==> src/sv/tpu_pkg.sv <==
// ----------------------------------------------------------------------------
// tpu_pkg
// types, constants and tables shared by the pen engine
// ----------------------------------------------------------------------------
`default_nettype none
package tpu_pkg;
   localparam int CordicStagesDef = 16;
   localparam int FracBitsDef     = 8;
   localparam int AngFrac         = 20;
   localparam int TableLen        = 24;
   localparam int AngW            = 32;
   localparam int VecW            = 33;
   localparam logic signed [32:0] GainQ30 = 33'sd652032874;

   localparam logic [1:0] KIND_FORWARD = 2'd0;
   localparam logic [1:0] KIND_LEFT    = 2'd1;
   localparam logic [1:0] KIND_RIGHT   = 2'd2;

   localparam logic CSR_START_X = 1'b0;
   localparam logic CSR_START_Y = 1'b1;

   typedef struct packed {
      logic [1:0]         kind;
      logic signed [23:0] amount;
   } req_type;

   typedef struct packed {
      logic signed [31:0] from_x;
      logic signed [31:0] from_y;
      logic signed [31:0] to_x;
      logic signed [31:0] to_y;
   } rsp_type;

   function automatic logic signed [31:0] atan_deg(input int i);
      logic signed [31:0] r;
      unique case (i)
         0: r = 32'sd47185920;   1: r = 32'sd27855475;  2: r = 32'sd14718068;
         3: r = 32'sd7471121;    4: r = 32'sd3750058;   5: r = 32'sd1876857;
         6: r = 32'sd938658;     7: r = 32'sd469357;    8: r = 32'sd234682;
         9: r = 32'sd117342;     10: r = 32'sd58671;    11: r = 32'sd29335;
         12: r = 32'sd14668;     13: r = 32'sd7334;     14: r = 32'sd3667;
         15: r = 32'sd1833;      16: r = 32'sd917;      17: r = 32'sd458;
         18: r = 32'sd229;       19: r = 32'sd115;      20: r = 32'sd57;
         21: r = 32'sd29;        22: r = 32'sd14;       23: r = 32'sd7;
         default: r = 32'sd0;
      endcase
      return r;
   endfunction

   function automatic logic signed [31:0] sat32(input logic signed [33:0] v);
      logic signed [31:0] r;
      if (v > 34'sh07FFFFFFF)       r = 32'sh7FFFFFFF;
      else if (v < -34'sh080000000) r = 32'sh80000000;
      else                          r = v[31:0];
      return r;
   endfunction
endpackage
`default_nettype wire

==> src/sv/tpu_back.sv <==
// ----------------------------------------------------------------------------
// tpu_back
// pen accumulator: adds deltas to the pen position and holds the result
// ----------------------------------------------------------------------------
`default_nettype none
module tpu_back import tpu_pkg::*; #(
   parameter int FRAC_BITS = FracBitsDef
) (
   input  wire logic              clock,
   input  wire logic              reset,
   input  wire logic              csr_write,
   input  wire logic [0:0]        csr_sel,
   input  wire logic              csr_hit,
   input  wire logic [31:0]       csr_data,
   input  wire logic              d_valid,
   input  wire logic signed [31:0] d_x,
   input  wire logic signed [31:0] d_y,
   output logic                   rsp_valid,
   input  wire logic              rsp_stall,
   output rsp_type                rsp_data
);
   localparam logic signed [31:0] StartX = 32'(640 / 2) << FRAC_BITS;
   localparam logic signed [31:0] StartY = 32'(480 / 2) << FRAC_BITS;

   logic signed [31:0] pen_x_ff, pen_y_ff, nx, ny;
   rsp_type            out_ff;
   logic               v_ff;

   assign nx = sat32(34'(pen_x_ff) + 34'(d_x));
   assign ny = sat32(34'(pen_y_ff) + 34'(d_y));

   always_ff @(posedge clock) begin
      if (reset) begin
         pen_x_ff <= StartX; pen_y_ff <= StartY; v_ff <= 1'b0;
      end else begin
         if (csr_write && csr_hit) begin
            if (csr_sel == CSR_START_X) pen_x_ff <= csr_data;
            else                        pen_y_ff <= csr_data;
         end else if (d_valid) begin
            pen_x_ff <= nx; pen_y_ff <= ny;
            out_ff <= '{pen_x_ff, pen_y_ff, nx, ny};
         end
         if (d_valid) v_ff <= 1'b1;
         else if (!rsp_stall) v_ff <= 1'b0;
      end
   end

   assign rsp_valid = v_ff;
   assign rsp_data  = out_ff;
endmodule
`default_nettype wire

==> config.mk <==
export PLATFORM = sky130hd
export DESIGN_NAME = tpu_back
export DESIGN_NICKNAME = d
export VERILOG_FILES = /design/src/sv/tpu_pkg.sv /design/src/sv/tpu_back.sv
export SDC_FILE = /design/constraint.sdc
export NUM_CORES = 1
export LEC_CHECK = 0
export BUFFER_PORTS_ARGS = -buffer_cell sky130_fd_sc_hd__buf_2
export CAP_MARGIN = 20
export CORE_MARGIN = 4
export CORE_UTILIZATION = 50
export DETAILED_ROUTE_END_ITERATION = 10
export GPL_TIMING_DRIVEN = 0
export PLACE_DENSITY = 0.77
export SKIP_LAST_GASP = 1
export SLEW_MARGIN = 20
export SYNTH_ARGS = -nofsm -noshare
export SYNTH_HDL_FRONTEND = slang
export SYNTH_SLANG_ARGS = --single-unit
==> constraint.sdc <==
create_clock -name clock -period 6.2 [get_ports clock]
set_input_delay 0 -clock clock [delete_from_list [all_inputs] [get_ports clock]]
set_output_delay 0 -clock clock [all_outputs]
set_load 0.03 [all_outputs]
* After elaboration in Yosys (flattened, before gate mapping)
Cells that the tools add are included.
Word-level totals: output and inout port bits 129, flip-flop bits (word level) 193, bits of input ports 103, word-level logic and storage cells 35
Cells by class: equality and inequality tests 3, $lt $le $gt $ge 4, bitwise logic cells 2, reductions and logical operators 5, muxes and demuxes 12, $add $sub $neg 2
Operators with widths (number):
- $mux W32 | 10
- $add A32 B32 Y33 | 2
- $gt A33 B32 Y1 const B | 2
- $lt A33 B32 Y1 const B | 2
- $ne A2 B2 Y1 const B | 3
- $reduce_and A2 Y1 | 2
- $reduce_and A3 Y1 | 1
- $mux W1 | 2
- $not A1 Y1 | 2
- $reduce_bool A2 Y1 | 1
- $logic_and A1 B1 Y1 | 1

* Depth between registers and ports, before layout
word-level depth 6, depth in mapped cells 15, depth with buffers taken out 13

* Worst setup path before layout
No wires, ideal clock.
path type input -> register, from in reset, to reg out_ff (netlist bit rsp_data[0]) (enable), cell stages on the path 3, arrival 5.753 ns, setup time 0.617 ns, path buffers 2, path slack -0.170 ns, required time 5.583 ns, cells stage by stage clkbuf_1 -> clkbuf_1 -> nor2_1
Between the ends: cells in the longest elaborated chain, start to end 2
Ends and longest elaborated chain:
- from (decl) | line tpu_back.sv:10 | input wire logic reset,
- $not A1 Y1 (no line)
- $reduce_and A3 Y1 (no line)
- to (signal assigned) | line tpu_back.sv:41 | out_ff <= '{pen_x_ff, pen_y_ff, nx, ny};
- to (decl) | line tpu_back.sv:26 | rsp_type out_ff;
Every way passes these cells. A chain may end at the register's enable or synchronous reset.

* Worst setup path in the final report
from reg pen_x_ff[7], to reg pen_x_ff[2]
Between the ends: cells in the longest elaborated chain, start to end 6, elaborated cells on any way between the ends 7, those cells by class add/sub (1); order compare (2); mux (4)
Ends and longest elaborated chain:
- from (decl) | line tpu_back.sv:25 | logic signed [31:0] pen_x_ff, pen_y_ff, nx, ny;
- from (signal assigned) | line tpu_back.sv:37 | if (csr_sel == CSR_START_X) pen_x_ff <= csr_data;
- from (signal assigned) | line tpu_back.sv:40 | pen_x_ff <= nx; pen_y_ff <= ny;
- $add A32 B32 Y33 * | line tpu_back.sv:29 | assign nx = sat32(34'(pen_x_ff) + 34'(d_x));
- $lt A33 B32 Y1 | line tpu_pkg.sv:53 | else if (v < -34'sh080000000) r = 32'sh80000000;
- $mux W32 | line tpu_pkg.sv:53
- $mux W32 * | line tpu_pkg.sv:52 | if (v > 34'sh07FFFFFFF) r = 32'sh7FFFFFFF;
- $mux W32 * | line tpu_back.sv:39 | end else if (d_valid) begin
- $mux W32 * | line tpu_back.sv:36 | if (csr_write && csr_hit) begin
Every way passes the cells marked *; elsewhere a longest branch is shown, timed or not. The select of a mux whose other input is x is not followed.

==> results.cfg <==
[placement]
gp_congestion = 0.949
placed_cells = 1605
hpwl_um = 26100
io_buffer_count = 231
pre_cts_ws_ns = 2.26

[synthesis]
synth_top_cell_by_area = sky130_fd_sc_hd__edfxtp_1
library_cells_used_by_synthesis = 67
syn_nets = 1263
postSynthAreaPerCell_um2 = 10.0
ys_ff_latch = 193
synthArstFlopShare_pct = 0
synth.yosys.warnings = 0
post_synth_instance_area_mm2 = 0.0110
synth_top_flop_cell = sky130_fd_sc_hd__edfxtp_1
synth_enable_flop_cells = 128
ys_seq_area_share_pct = 47.0
syn-instance-count = 1094
synth_top_cell_area_share_pct = 35.1
synth_top_cells_by_area = sky130_fd_sc_hd__edfxtp_1 (35%), sky130_fd_sc_hd__dfxtp_1 (12%), sky130_fd_sc_hd__ha_1 (7.3%)

[cells_and_area]
post_route_cells_drive_above_1_share_pct = 24.6
diodes = 0
most_used_cells_in_the_layout_excluding_fill_and_tap_cells = sky130_fd_sc_hd__buf_2 (241), sky130_fd_sc_hd__nand2_1 (211), sky130_fd_sc_hd__edfxtp_1 (128), sky130_fd_sc_hd__o21ai_0 (85), sky130_fd_sc_hd__a21oi_1 (78)
fill_cells = 1805
final_net_count = 1539
non_filler_instance_count_after_layout = 1657
final_common_cell = sky130_fd_sc_hd__buf_2
area_growth_pct = 22.1

[setup_path]
critical_path.max_stage_delay_ns = 0.60
largest_driver_fanout_on_the_critical_path = 10
arrival_ns = 4.49
timing.critical_path.to_type = flop
class_of_the_most_critical_setup_path = reg -> reg
crit_top_cell = sky130_fd_sc_hd__a21oi_1
critical_path.slowest_cell = sky130_fd_sc_hd__dlygate4sd3_1
worstPathCellList = ha_1 -> nand2_1 -> a211oi_1 -> a21oi_1 -> o31ai_2 -> a41oi_2 -> o21ai_4 -> mux2i_2 -> buf_2 -> a21oi_1 -> o41ai_1 -> dlygate4sd3_1
critPathLaunchType = flop
worst_ep_required_time_ns = 6.58

[cts]
cts_max_path_buffers = 2
cts_sinks = 193
worstSkewPairLatency_ns = 0.44
cts.root.buffer_cell = sky130_fd_sc_hd__clkbuf_16
cts_repair_resize_count = 0
path_clk_slew_ns = 0.08
cts.htree.levels = 4
tritoncts_buffer_count = 17
cts_tree = built

[outcome]
status = completed

[drt]
avgViaCountPerCell = 5.88
detailedRoute.firstIterationViolations = 772
postRouteAntennaNets = 0
route.detailed.wl_per_inst_um = 20.0
dr_total_vias = 9749
drt_drc_violations_left = 0
detailedRoute.firstPassIterationCount = 5
finalWirelength_um = 33100

[timing]
setup_violations = 0
final_critical_path_setup_slack_ns = 2.09
finalWorstPathRequiredPeriod_ns = 4.11
worst_pin_slew_ns = 1.03
hold_violations = 0
min_period_over_period_pct = 66.2
grt_setup_unrepaired = false
fin_worst_skew_ns = 0.0131
timing.slew.headroom_pct = 30.8
report.final.slew_viol_count = 0
maxClockFrequency_mhz = 243
setup_total_neg_slack_ns = 0

[floorplanning]
i_o_pin_cnt = 232
die_w_um = 156
die_y_um = 156
floorplan.initialDensity_pct = 51.5
design.die.area_mm2 = 0.0243
row_count = 53
placeableCoreArea_mm2 = 0.0213

[global_routing]
grt_usage_pct = 26.6
first_global_vias = 9402
grt_overflow_total = 0
grt_antenna_before_repair = 1
grt_first_pass_wirelength_um = 50800
grt_start_max_net_pins = 31

[power_and_ir_drop]
worst_ir_drop_vdd_uv = 198
power_leakage_nw = 5.67
power_per_cell_area_mw_per_mm2 = 313

[job]
timing.max_cap.violations = 0

[hold_path]
hold_path.class = in -> reg
## synthesized netlist by cell type, types with 3 or more instances
cell type and number:
sky130_fd_sc_hd__a211o_1 6, sky130_fd_sc_hd__a211oi_1 11, sky130_fd_sc_hd__a21o_1 26, sky130_fd_sc_hd__a21oi_1 78, sky130_fd_sc_hd__a221o_1 3, sky130_fd_sc_hd__a221oi_1 11, sky130_fd_sc_hd__a221oi_2 38, sky130_fd_sc_hd__a311oi_1 4
sky130_fd_sc_hd__a31oi_1 13, sky130_fd_sc_hd__a32o_1 3, sky130_fd_sc_hd__and2_1 6, sky130_fd_sc_hd__and3_1 3, sky130_fd_sc_hd__buf_2 10, sky130_fd_sc_hd__buf_6 5, sky130_fd_sc_hd__clkbuf_1 52, sky130_fd_sc_hd__dfxtp_1 65
sky130_fd_sc_hd__edfxtp_1 128, sky130_fd_sc_hd__ha_1 64, sky130_fd_sc_hd__inv_1 22, sky130_fd_sc_hd__mux2i_1 3, sky130_fd_sc_hd__nand2_1 211, sky130_fd_sc_hd__nand2b_1 4, sky130_fd_sc_hd__nand3_1 19, sky130_fd_sc_hd__nand4_1 14
sky130_fd_sc_hd__nor2_1 42, sky130_fd_sc_hd__nor2b_1 6, sky130_fd_sc_hd__nor3_1 18, sky130_fd_sc_hd__o211ai_1 10, sky130_fd_sc_hd__o21a_1 13, sky130_fd_sc_hd__o21ai_0 85, sky130_fd_sc_hd__o21ai_1 4, sky130_fd_sc_hd__o21bai_1 12
sky130_fd_sc_hd__o31ai_1 5, sky130_fd_sc_hd__o41ai_1 4, sky130_fd_sc_hd__or2_2 3, sky130_fd_sc_hd__or3_1 4, sky130_fd_sc_hd__xnor2_1 33, sky130_fd_sc_hd__xor2_1 20
## cell families (layout without fill, tap and decap cells)
| family | after synthesis | in the layout | share of synthesized area, % |
|---|---|---|---|
| muxes | 6 | 6 | 0.811 |
| and+or+nand+nor | 337 | 337 | 13.2 |
| DFF | 193 | 193 | 47.0 |
| xor gates and xnor gates | 53 | 53 | 4.24 |
| AOI/OAI and AO/OA | 348 | 348 | 23.5 |
| adders and majority gates | 66 | 66 | 7.67 |
| buffers and inverters | 91 | 379 | 3.57 |
## final timing paths
path	from	to	slack, ns	depth (start not counted)
worst min register to register	pen_x_ff[12]$_SDFFE_PP0P_	rsp_data[108]$_DFFE_PP_	0.47	0
worst max-delay path	pen_x_ff[7]$_SDFFE_PP0P_	pen_x_ff[2]$_SDFFE_PP0P_	2.09	12
worst min-delay path	d_y[0]	rsp_data[0]$_DFFE_PP_	0.01	4
worst max register to register	pen_x_ff[7]$_SDFFE_PP0P_	pen_x_ff[2]$_SDFFE_PP0P_	2.09	12
## per-layer routing
layer	vias to the layer above	part of all wire [%]	wire length, um	track usage, %
met5	-	0.039	13	0
met4	2	2.8	940	9.38
met3	61	8.2	2700	4.47
met2	453	45	15000	41.8
met1	4596	44	14400	37.5
li1	4637	-	-	-
## critical path, delay by kind of cell, from the launching register on
kind / cells / cell delay [ns]
and+or+nand+nor: 1 / 0.14
buffers and inverters: 2 / 0.92
DFF: 1 / 0.34
AOI/OAI and AO/OA: 7 / 1.77
muxes: 1 / 0.47
adders and majority gates: 1 / 0.40
## state kept, by name (all words and copies together) (netlist names)
signal,cells
rsp_data,128
rsp_valid,1
pen_x_ff,32
pen_y_ff,32
## report_power, final
part	switching [mW]	internal, mW
clock	0.529	0.568
sequential	0.0714	1.56
combinational	0.942	0.515
total	1.54	2.64
## repair_timing
item | 4_1_cts | 5_1_grt
hold buffers | 21 | 0
endpoints found under the setup margin | 0 | 0
hold endpoints to repair | 22 | 0
buffers inserted | 0 | 0
## cell type report
type	instances	area, um2	share of cell area (%)
multi-input combinational	810	5430	40.6
sequential	193	5140	38.5
timing repair buffer	257	1490	11.1
clock buffer	17	425	3.18
tap	275	344	2.57
buffer	68	305	2.28
clock inverter	14	150	1.12
inverter	23	86.3	0.646
## per-stage QoR
stage	power (mW)	cell area, um2	hold WS (ns)	util, %
after global routing	4.40	13400	0.0398	62.8
after detailed placement	3.08	12600	0.265	59.1
after global placement	3.04	12500	0.239	58.5
after floorplan	2.69	11000	0.117	-
after CTS	4.18	13400	0.00825	62.8
final	4.19	13400	0.0139	62.8
Power figures use the tool's default switching activity.
