--- config.mk ---
export PLATFORM = sky130hd
export DESIGN_NAME = tpu_front
export DESIGN_NICKNAME = d
export VERILOG_FILES = /design/src/sv/tpu_pkg.sv /design/src/sv/tpu_front.sv
export SDC_FILE = /design/constraint.sdc
export NUM_CORES = 1
export LEC_CHECK = 0
export ABC_AREA = 1
export ABC_CLOCK_PERIOD_IN_PS = 12810
export BUFFER_PORTS_ARGS = -buffer_cell sky130_fd_sc_hd__buf_2
export CAP_MARGIN = 20
export CORE_UTILIZATION = 30
export CTS_BUF_LIST = sky130_fd_sc_hd__clkbuf_8
export CTS_CLUSTER_SIZE = 40
export DETAILED_ROUTE_END_ITERATION = 12
export GPL_TIMING_DRIVEN = 0
export PLACE_DENSITY = 0.55
export SLEW_MARGIN = 20
export SYNTH_ARGS = -nofsm -noshare
export SYNTH_HDL_FRONTEND = slang
export SYNTH_SLANG_ARGS = --single-unit
--- constraint.sdc ---
create_clock -name clock -period 12.81 [get_ports clock]
set_clock_uncertainty 0.05 [all_clocks]
set_input_delay 0.6405 -clock clock [delete_from_list [all_inputs] [get_ports clock]]
set_output_delay 0.6405 -clock clock [all_outputs]
set_load 0.02 [all_outputs]
--- src/sv/tpu_pkg.sv ---
// ----------------------------------------------------------------------------
// tpu_pkg
// types, constants and tables shared by the pen engine
// ----------------------------------------------------------------------------
`default_nettype none
package tpu_pkg;
   localparam int CordicStagesDef = 16;
   localparam int FracBitsDef     = 8;
   localparam int AngFrac         = 20;
   localparam int TableLen        = 24;
   localparam int AngW            = 32;
   localparam int VecW            = 33;
   localparam logic signed [32:0] GainQ30 = 33'sd652032874;

   localparam logic [1:0] KIND_FORWARD = 2'd0;
   localparam logic [1:0] KIND_LEFT    = 2'd1;
   localparam logic [1:0] KIND_RIGHT   = 2'd2;

   localparam logic CSR_START_X = 1'b0;
   localparam logic CSR_START_Y = 1'b1;

   typedef struct packed {
      logic [1:0]         kind;
      logic signed [23:0] amount;
   } req_type;

   typedef struct packed {
      logic signed [31:0] from_x;
      logic signed [31:0] from_y;
      logic signed [31:0] to_x;
      logic signed [31:0] to_y;
   } rsp_type;

   function automatic logic signed [31:0] atan_deg(input int i);
      logic signed [31:0] r;
      unique case (i)
         0: r = 32'sd47185920;   1: r = 32'sd27855475;  2: r = 32'sd14718068;
         3: r = 32'sd7471121;    4: r = 32'sd3750058;   5: r = 32'sd1876857;
         6: r = 32'sd938658;     7: r = 32'sd469357;    8: r = 32'sd234682;
         9: r = 32'sd117342;     10: r = 32'sd58671;    11: r = 32'sd29335;
         12: r = 32'sd14668;     13: r = 32'sd7334;     14: r = 32'sd3667;
         15: r = 32'sd1833;      16: r = 32'sd917;      17: r = 32'sd458;
         18: r = 32'sd229;       19: r = 32'sd115;      20: r = 32'sd57;
         21: r = 32'sd29;        22: r = 32'sd14;       23: r = 32'sd7;
         default: r = 32'sd0;
      endcase
      return r;
   endfunction

   function automatic logic signed [31:0] sat32(input logic signed [33:0] v);
      logic signed [31:0] r;
      if (v > 34'sh07FFFFFFF)       r = 32'sh7FFFFFFF;
      else if (v < -34'sh080000000) r = 32'sh80000000;
      else                          r = v[31:0];
      return r;
   endfunction
endpackage
`default_nettype wire

--- src/sv/tpu_front.sv ---
// ----------------------------------------------------------------------------
// tpu_front
// accepts commands, tracks the heading and queues forward moves with angle
// ----------------------------------------------------------------------------
`default_nettype none
module tpu_front import tpu_pkg::*; #(
   parameter int FRAC_BITS = FracBitsDef,
   parameter int HeadW     = FRAC_BITS + 9
) (
   input  wire logic               clock,
   input  wire logic               reset,
   input  wire logic               req_valid,
   output logic                    req_stall,
   input  wire req_type            req_data,
   output logic                    q_valid,
   input  wire logic               q_pop,
   output logic signed [23:0]      q_amount,
   output logic [HeadW-1:0]        q_heading
);
   localparam int Depth = 4;
   localparam int Full = 360 << FRAC_BITS;
   localparam int HW2 = HeadW + 2;
   // a full turn is 45 << Sh
   localparam int Sh = FRAC_BITS + 3;
   localparam int Offset = (((1 << 23) + Full - 1) / Full) * Full;
   localparam logic [18:0] Recip45 = 19'd372828;

   logic [HeadW-1:0]  heading_ff, heading_in;
   logic [23:0]       amt_mem [Depth];
   logic [HeadW-1:0]  hd_mem  [Depth];
   logic [1:0]        wp_ff, rp_ff;
   logic [2:0]        cnt_ff;
   logic              acc, push;
   logic signed [HW2+24:0] t;
   logic [31:0]       u;
   logic [17:0]       v, rem;
   logic [36:0]       prod;
   logic [12:0]       q45;

   assign req_stall = (cnt_ff == 3'(Depth));
   assign acc  = req_valid && !req_stall;
   assign push = acc && req_data.kind == KIND_FORWARD;

   // shift to non-negative by whole turns, then reduce the bits above the
   // power of two modulo 45 with a reciprocal multiply
   always_comb begin
      t = (req_data.kind == KIND_LEFT) ?
          $signed({1'b0, heading_ff}) + req_data.amount :
          $signed({1'b0, heading_ff}) - req_data.amount;
      u = 32'(t + (HW2+25)'(Offset));
      v = 18'(u >> Sh);
      prod = 37'(v) * 37'(Recip45);
      q45 = prod[36:24];
      rem = v - 18'(q45) * 18'd45;
      heading_in = heading_ff;
      if (acc && (req_data.kind == KIND_LEFT || req_data.kind == KIND_RIGHT))
         heading_in = {rem[5:0], u[Sh-1:0]};
   end

   always_ff @(posedge clock) begin
      if (reset) begin
         heading_ff <= HeadW'(180) << FRAC_BITS;
         wp_ff <= '0; rp_ff <= '0; cnt_ff <= '0;
      end else begin
         heading_ff <= heading_in;
         if (push) begin
            amt_mem[wp_ff] <= req_data.amount;
            hd_mem[wp_ff]  <= heading_ff;
            wp_ff <= wp_ff + 2'd1;
         end
         if (q_pop) rp_ff <= rp_ff + 2'd1;
         cnt_ff <= cnt_ff + 3'(push) - 3'(q_pop);
      end
   end

   assign q_valid   = cnt_ff != 3'd0;
   assign q_amount  = amt_mem[rp_ff];
   assign q_heading = hd_mem[rp_ff];
endmodule
`default_nettype wire

[After elaboration in Yosys (flattened, before gate mapping)]
Memories as Yosys holds them, arrays and structs flattened. A register that Yosys moved wholly into a read port is not among the register bits.
Cells that the tools add are included.
Word-level totals
  bits in registers: 24
  RAM bits: 164
  input bits: 30
  logic and storage cells: 34
  memories kept: 2
Operators by class
  add/sub/neg operators: 8
  multipliers: 2
  eq/ne operators: 3
  multiplexer cells: 8
  reductions and logical operators: 7
Memory list
  amt_mem: words 4, width 24, rd ports 1, clocked after Yosys merged registers in 1, write ports 1, line tpu_front.sv:29  | logic [23:0] amt_mem [Depth];
  hd_mem: words 4, width 17, rd ports 1, clocked after Yosys merged registers in 1, write ports 1, line tpu_front.sv:30  | logic [HeadW-1:0] hd_mem [Depth];
Operators with widths (number)
  multiplier 18 x 17 -> 35 bit, second input constant: 1
  adder 29 x 25 -> 29 bit, second input constant: 1
  two-way mux 29 bit: 1
  adder 18 x 24 -> 25 bit: 1
  subtractor 18 x 24 -> 25 bit: 1
  multiplier 13 x 6 -> 6 bit, second input constant: 1
  two-way mux 2 bit: 4
  subtractor 6 bit: 1
  adder 2 x 1 -> 2 bit, second input constant: 2
  adder 3 x 1 -> 3 bit: 1
  equality test 3 bit, second input constant: 1
  logical AND 1 bit: 3
  two-way mux 1 bit: 3
  nonzero test 3 bit: 1
  subtractor 3 x 1 -> 3 bit: 1
  equality test 2 x 1 -> 1 bit, second input constant: 1
  equality test 2 bit, second input constant: 1
  logical NOT 2 bit: 1
  logical NOT 1 bit: 1
  logical OR 1 bit: 1

[Depth between registers and ports, before layout]
Gate-level depths: netlist of the first run.
  word-level depth: 7
  gate-level depth with buffers: 66
  depth with buffers taken out: 64

[Least setup slack after synthesis of the first run]
No wires, ideal clock.
  path type: input to register
  start: in req_data[25] (netlist name)
  end: reg heading_ff[16]
  library setup time: 128 ps
  arrival: 10594 ps
  path slack: 2037 ps
  stages on the path: 61
  path through: inv_1 ha_1 buf_2 inv_1 buf_4 clkbuf_1 nand2_1 o21ai_0 xor2_1 ha_1 nand2_1 nor2_1 and2_1 nand2_1 nand2_1 nand2_1 nand2_2 ha_1 [25 not listed] ha_1 ha_1 fa_1 ha_1 inv_1 ha_1 nand2_1 nor2_1 a211oi_1 nand2_1 nand2_1 nand2_1 inv_1 nand2_1 nand2_1 nand2_1 nand2_1 a21oi_1
Between the ends
  longest elaborated chain between the ends: 6
Ends and longest elaborated chain
  start, declared: line tpu_front.sv:14  | input wire req_type req_data,
  equality test 2 x 1 -> 1 bit: line tpu_front.sv:47, tpu_front.sv:56
  two-way mux 29 bit: line tpu_front.sv:47  | t = (req_data.kind == KIND_LEFT) ?
  adder 29 x 25 -> 29 bit: line tpu_front.sv:50  | u = 32'(t + (HW2+25)'(Offset));
  multiplier 18 x 17 -> 35 bit: line tpu_front.sv:52  | prod = 37'(v) * 37'(Recip45);
  multiplier 13 x 6 -> 6 bit: line tpu_front.sv:54  | rem = v - 18'(q45) * 18'd45;
  subtractor 6 bit: line tpu_front.sv:54
  end signal, assigned: line tpu_front.sv:62  | heading_ff <= HeadW'(180) << FRAC_BITS;
  end signal, assigned: line tpu_front.sv:65  | heading_ff <= heading_in;
  end, declared: line tpu_front.sv:28  | logic [HeadW-1:0] heading_ff, heading_in;
Several ways; a longest one is shown, not always the timed one.
A chain may end at the register's enable or synchronous reset.

[Worst setup path after layout of the first run]
  start: in req_data[24] (netlist name)
  end: reg heading_ff[16]
Same word-level chain as after synthesis.

==> results of run 1 <==
-- state kept, by name, summed over array words and instances (netlist names), named ones only --
name        flops
wp_ff           2
heading_ff     17
hd_mem         68
cnt_ff          3
amt_mem        96
rp_ff           2
-- worst reg2reg max path: cells and delay by family, from the launching register on --
kind / cells / cell delay [ns]
AOI/OAI and AO/OA: 8 / 1.48
and+or+nand+nor: 20 / 1.83
buffers and inverters: 8 / 0.60
xor gates and xnor gates: 2 / 0.46
DFF: 1 / 0.36
adders and majority gates: 14 / 5.80
-- how the worst max path moves through the flow --
stage | start | slack (ns) | to
6_report | req_data[24] | 0.90 | heading_ff[16]
5_1_grt | req_data[25] | 0.04 | heading_ff[16]
3_3_place_gp | req_data[24] | 0.05 | heading_ff[16]
2_1_floorplan | req_data[25] | 2.04 | heading_ff[16]
3_5_place_dp | req_data[25] | 0.02 | heading_ff[16]
4_1_cts | req_data[25] | 0.51 | heading_ff[16]
-- cells by family after synthesis --
family	synth area share
AND/OR/NAND/NOR	0.160
buffers and inverters	0.0890
AO/OA/AOI/OAI	0.0919
adder cells (fa/ha/maj)	0.246
flip-flops	0.376
XOR/XNOR	0.0366
-- timing repair --
action | in CTS | in global routing
setup endpoints to repair | 0 | 1
gates resized for setup | 0 | 1
hold buffers | 0 | 0
buffers inserted | 0 | 0
-- metal layers --
layer  wire (um)  vias up  global-route usage
li1            -     5326                   -
met1       16000     5066               0.189
met2       18000      147               0.269
met3         870       31              0.0178
met4         530        0              0.0376
met5           0        -                   0
-- area by class of cell --
class | instances | area [um^2]
buffer | 32 | 125
timing repair buffer | 80 | 551
fill | 4900 | 31400
clock inverter | 15 | 171
clock buffer | 17 | 234
inverter | 309 | 1160
multi-input combinational | 1044 | 7780
sequential | 190 | 5450
tap | 615 | 769
-- layout by cell type, fill, tap and decap left out, types with 30 or more instances in the layout --
cell / count
sky130_fd_sc_hd__inv_1: 303
sky130_fd_sc_hd__nand2_1: 236
sky130_fd_sc_hd__edfxtp_1: 164
sky130_fd_sc_hd__ha_1: 144
sky130_fd_sc_hd__nor2_1: 142
sky130_fd_sc_hd__o21ai_0: 111
sky130_fd_sc_hd__fa_1: 88
sky130_fd_sc_hd__buf_2: 73
sky130_fd_sc_hd__a21oi_1: 62
sky130_fd_sc_hd__nand3_1: 55
sky130_fd_sc_hd__o22ai_1: 42
sky130_fd_sc_hd__xor2_1: 31
sky130_fd_sc_hd__clkbuf_1: 30
-- through the flow --
| stage | setup WS [ns] | util |
|---|---|---|
| floorplan | 2.04 | - |
| global placement | 0.0522 | 0.328 |
| detailed placement | 0.0172 | 0.332 |
| CTS | 0.506 | 0.341 |
| global route | 0.0401 | 0.341 |
| finish | 0.898 | 0.341 |
==> results.txt, run 1 <==
----------------------------------------------------
[STA]
  Final min period ... 11.91 ns
  Period Utilization, post-route ... 0.930
  Slew Limit Fails ... 0
  Worst hold margin ... 0.352 ns
  # setup viols final ... 0
  RSZ-0062 raised after global routing ... false
  Slew at the pin closest to its max-slew limit ... 0.690 ns
  Number of hold-slack violations in the final timing report ... 0
  Sum of negative setup slack ... 0 ns
  Fmax ... 0.0839 GHz
  Remaining max-slew budget at the tightest pin ... 0.539

[Floorplan]
  Starting density of the core ... 0.304
  Die Area ... 49100 um^2
  Die span in x ... 222 um
  Chip height ... 222 um
  Floorplan core area ... 47600 um^2
  Std cell rows ... 80
  Top-level I/O count ... 73

[Yosys]
  Primary flip-flop cell chosen by synthesis mapping ... sky130_fd_sc_hd__edfxtp_1
  Average cell area after synthesis ... 9.19 um^2
  Share of async-settable or async-resettable flops after synthesis ... 0
  Share of the synthesized area in the top cell type ... 0.340
  Number of synthesized flops with an enable pin ... 164
  Top cell types by occurrence after synthesis ... sky130_fd_sc_hd__inv_1 (302), sky130_fd_sc_hd__nand2_1 (236), sky130_fd_sc_hd__edfxtp_1 (164)
  Post-synthesis instance area ... 14500 um^2
  Post-synth top area cell ... sky130_fd_sc_hd__edfxtp_1
  Synth top area cells ... sky130_fd_sc_hd__edfxtp_1 (34%), sky130_fd_sc_hd__ha_1 (12%), sky130_fd_sc_hd__fa_1 (12%)
  Yosys warnings ... 0
  Unique cell type count in the Yosys netlist ... 49
  Sequential share of the synthesized area ... 0.376
  Gate count of the mapped netlist ... 1576
  Count of state elements after synthesis ... 190
  Post-synthesis net count ... 1838
  Most repeated cell in the gate-level netlist after synthesis ... sky130_fd_sc_hd__inv_1

[Hold path]
  Hold-critical path endpoint ... rp_ff[0]
  Class of the worst hold path ... in -> reg
  Startpoint of the tightest hold check path ... q_pop
  Number of stages on the worst hold path ... 2

[Global routing]
  GRT Residual Overflow ... 0
  Antenna violations before repair ... 0
  Total global routing track utilization ... 0.149
  Largest net degree at the start of global routing ... 22
  Via count of the first global-routing pass ... 10800
  First-pass GRT wire length ... 57.6 mm

[Flow run]
  Max-capacitance violation count ... 0

[Clock tree]
  Worst-case clock buffer depth ... 2
  Number of CTS-inserted buffers ... 17
  Later-pin clock latency in the skew report ... 0.48 ns
  CTS tree ... done
  Level count of the clock H-tree ... 4
  Clock Pin Slew Worst Setup and Hold Paths ... 0.09 ns
  TritonCTS Sinks ... 190
  Clock root buffer ... sky130_fd_sc_hd__clkbuf_8

[Place]
  Last weighted congestion value of the routability-driven placer ... 0.891
  Total placed cells including tap cells ... 2271
  Quantity of I/O buffers inserted on ports ... 72
  Dpl hpwl ... 28.7 mm
  Placed standard-cell area ... 15800 um^2

[Detailed routing]
  Post-detailed-route DRC marker count ... 0
  Overall routed net length ... 35.5 mm
  Length of the first detailed-routing pass in iterations ... 5
  DRC violation total after the first TritonRoute iteration ... 485
  Post-detailed-route wirelength per cell ... 15.4 um
  Post-DRT Antenna Nets ... 0
  Vias per Instance ... 4.59
  Number of vias after detailed routing ... 10600

[Critical path]
  Master of the slowest instance on the critical path ... sky130_fd_sc_hd__fa_1
  Slack of the worst reg-to-reg path ... 2.09 ns
  Class of the most critical setup path ... in -> reg
  Combined buffer and inverter count along the critical path ... 12
  Crit path max-delay family ... adder cells
  Critical path fanouts, max ... 19
  Most common cell type on the critical path ... sky130_fd_sc_hd__nand2_1
  Category of the worst setup path capture point ... flip-flop
  Longest individual stage delay on the worst path ... 0.55 ns
  Crit path DAT ... 12.22 ns
  R2r startpoint ... heading_ff[4]
  Number of stages on the worst setup path ... 59
  Endpoint of the worst register-to-register path ... heading_ff[16]
  Worst r2r path cells ... 52
  Type of element launching the critical path ... input port
  Crit path required time ... 13.12 ns

[Outcome]
  Run status ... complete, no violations

[Cells and area]
  Finished layout cell area ... 16200 um^2
  Filler-free cell count of the finished design ... 2302
  ANT cells ... 0
  Signed area change from the synthesized netlist to the final layout ... 12.2%
  Net total in the final layout ... 1936
  Share of final-layout standard cells stronger than drive strength 1 ... 0.103

----------------------------------------------------
Power of run 1 is not shown: default switching activity piles up to over one toggle a cycle in this logic, so the estimate is an artifact.
==> inputs of run 2 (changes only) <==
Settings changed: CTS_BUF_LIST sky130_fd_sc_hd__clkbuf_8 to sky130_fd_sc_hd__clkbuf_16.
==> run 2 against run 1 <==
Against the previous run: via count up 0.41%; die area unchanged; wire length about the same; largest cell class unchanged; utilization up 0.43 points; register-to-register slack better by 0.08 ns; non-clock buffer count unchanged; flip-flop and latch count unchanged; first-iteration DRC count down 3.3%; highest routed layer unchanged; critical path depth up 2; cell count about the same; fmax up 0.29%; worst setup slack better by 0.034 ns; critical path type unchanged.
==> results.txt, run 2 (synthesis gave the netlist of run 1 again) <==
----------------------------------------------------
[STA]
  Sum of negative setup slack ... 0 ns
  Final min period ... 11.88 ns
  Slew at the pin closest to its max-slew limit ... 0.710 ns
  Least setup slack across all paths after layout ... 0.932 ns
  # setup viols final ... 0
  Number of hold-slack violations in the final timing report ... 0
  Fmax ... 0.0842 GHz
  Remaining max-slew budget at the tightest pin ... 0.525
  Period Utilization, post-route ... 0.927
  Slew Limit Fails ... 0
  RSZ-0062 raised after global routing ... false

[Clock tree]
  Later-pin clock latency in the skew report ... 0.44 ns
  TritonCTS Sinks ... 190
  Number of CTS-inserted buffers ... 17
  Clock root buffer ... sky130_fd_sc_hd__clkbuf_16
  Cts repair resizes ... 0
  Clock Pin Slew Worst Setup and Hold Paths ... 0.07 ns
  Level count of the clock H-tree ... 4
  Count of buffers added by post-CTS timing repair for setup ... 0
  CTS tree ... done
  CTS hold repair buffers ... 0
  Worst-case clock buffer depth ... 2

[Floorplan]
  Std cell rows ... 80
  Starting density of the core ... 0.304
  Top-level I/O count ... 73
  Die span in x ... 222 um
  Chip height ... 222 um
  Die Area ... 49100 um^2
  Floorplan core area ... 47600 um^2

[Cells and area]
  Share of final-layout standard cells stronger than drive strength 1 ... 0.104
  Filler-free cell count of the finished design ... 2303
  Net total in the final layout ... 1936
  Most frequent standard cell in the layout excluding fill and tap cells ... sky130_fd_sc_hd__inv_1
  Signed area change from the synthesized netlist to the final layout ... 13.6%
  Finished layout cell area ... 16400 um^2
  Most flop-heavy register ... amt_mem
  Commonest cells after routing, fill and taps aside ... sky130_fd_sc_hd__inv_1 (303), sky130_fd_sc_hd__nand2_1 (236), sky130_fd_sc_hd__edfxtp_1 (164)
  Largest registers ... amt_mem: 96 flops, hd_mem: 68 flops, heading_ff: 17 flops
  Largest register FFs ... 96

[Detailed routing]
  Number of vias after detailed routing ... 10600
  Post-detailed-route wirelength per cell ... 15.4 um
  DRC violation total after the first TritonRoute iteration ... 469
  Overall routed net length ... 35.4 mm
  Length of the first detailed-routing pass in iterations ... 5
  Post-DRT Antenna Nets ... 0
  Vias per Instance ... 4.61
  Post-detailed-route DRC marker count ... 0

[Critical path]
  Worst r2r path cells ... 52
  Most common cell type on the critical path ... sky130_fd_sc_hd__nand2_1
  Type of element launching the critical path ... input port
  Class of the most critical setup path ... in -> reg
  Crit path required time ... 13.07 ns
  Longest individual stage delay on the worst path ... 0.55 ns
  Critical path fanouts, max ... 19
  R2r startpoint ... heading_ff[4]
  Category of the worst setup path capture point ... flip-flop
  Master of the slowest instance on the critical path ... sky130_fd_sc_hd__fa_1
  Crit path DAT ... 12.14 ns
  CP Launch Point ... req_data[25]
  Capturing instance or port of the critical path ... heading_ff[16]
  Endpoint of the worst register-to-register path ... heading_ff[16]
  Slack of the worst reg-to-reg path ... 2.17 ns

[Place]
  Setup Slack @ Placement ... 0.0172 ns
  Dpl hpwl ... 28.7 mm
  Total placed cells including tap cells ... 2271
  Last weighted congestion value of the routability-driven placer ... 0.891
  Placed standard-cell area ... 15800 um^2
  Quantity of I/O buffers inserted on ports ... 72

[Hold path]
  Class of the worst hold path ... in -> reg

[Global routing]
  Largest net degree at the start of global routing ... 22
  Via count of the first global-routing pass ... 10900
  First-pass GRT wire length ... 57.9 mm
  Total global routing track utilization ... 0.150
  GRT Residual Overflow ... 0
  Antenna violations before repair ... 0

[Flow run]
  Max-capacitance violation count ... 0

[Outcome]
  Run status ... complete, no violations

----------------------------------------------------
run 2: changes by cell type in the layout (fill, tap and decap cells not counted), sizes merged:
| cell | before | now |
|---|---|---|
| diode | 0 | 1 |
run 2: final cells by class:
cell class	count	area, um^2
fill	4880	31200
multi-input combinational	1044	7790
sequential	190	5450
inverter	309	1160
tap	615	769
timing repair buffer	80	551
clock buffer	17	425
clock inverter	15	171
buffer	32	125
antenna	1	2.50
run 2: per-stage QoR:
step / hold WS [ns] / utilization
detailed placement: 0.423 / 0.332
finish: 0.397 / 0.345
floorplan: 0.400 / -
global route: 0.389 / 0.345
global placement: 0.411 / 0.328
CTS: 0.377 / 0.345
run 2: worst min path at each step:
stage                      start              to  slack [ns]  depth (start not counted)
global route        req_data[20]  amt_mem[0][20]        0.39                          1
finish              req_data[20]  amt_mem[3][20]        0.40                          1
CTS                 req_data[20]  amt_mem[3][20]        0.38                          1
global placement        rp_ff[0]        rp_ff[0]        0.41                          1
detailed placement      rp_ff[0]        rp_ff[0]        0.42                          1
floorplan               rp_ff[0]       flip-flop        0.40                          1
run 2: routing by layer:
layer / wire length (um) / global-route usage / share of wire / vias to the layer above
li1: - / - / - / 5332
met5: 0 / 0 / 0 / -
met4: 607 / 0.0423 / 0.017 / 0
met2: 17900 / 0.269 / 0.51 / 175
met3: 890 / 0.0164 / 0.025 / 34
met1: 16000 / 0.189 / 0.45 / 5072
run 2: worst max-delay path: cells and delay by family:
kind / cells / cell delay [ns]
adders and majority gates: 15 / 6.02
xor gates and xnor gates: 3 / 0.65
buffers and inverters: 13 / 1.40
and+or+nand+nor: 22 / 2.13
AOI/OAI and AO/OA: 8 / 1.29
Power of run 2 is left out for the same reason.
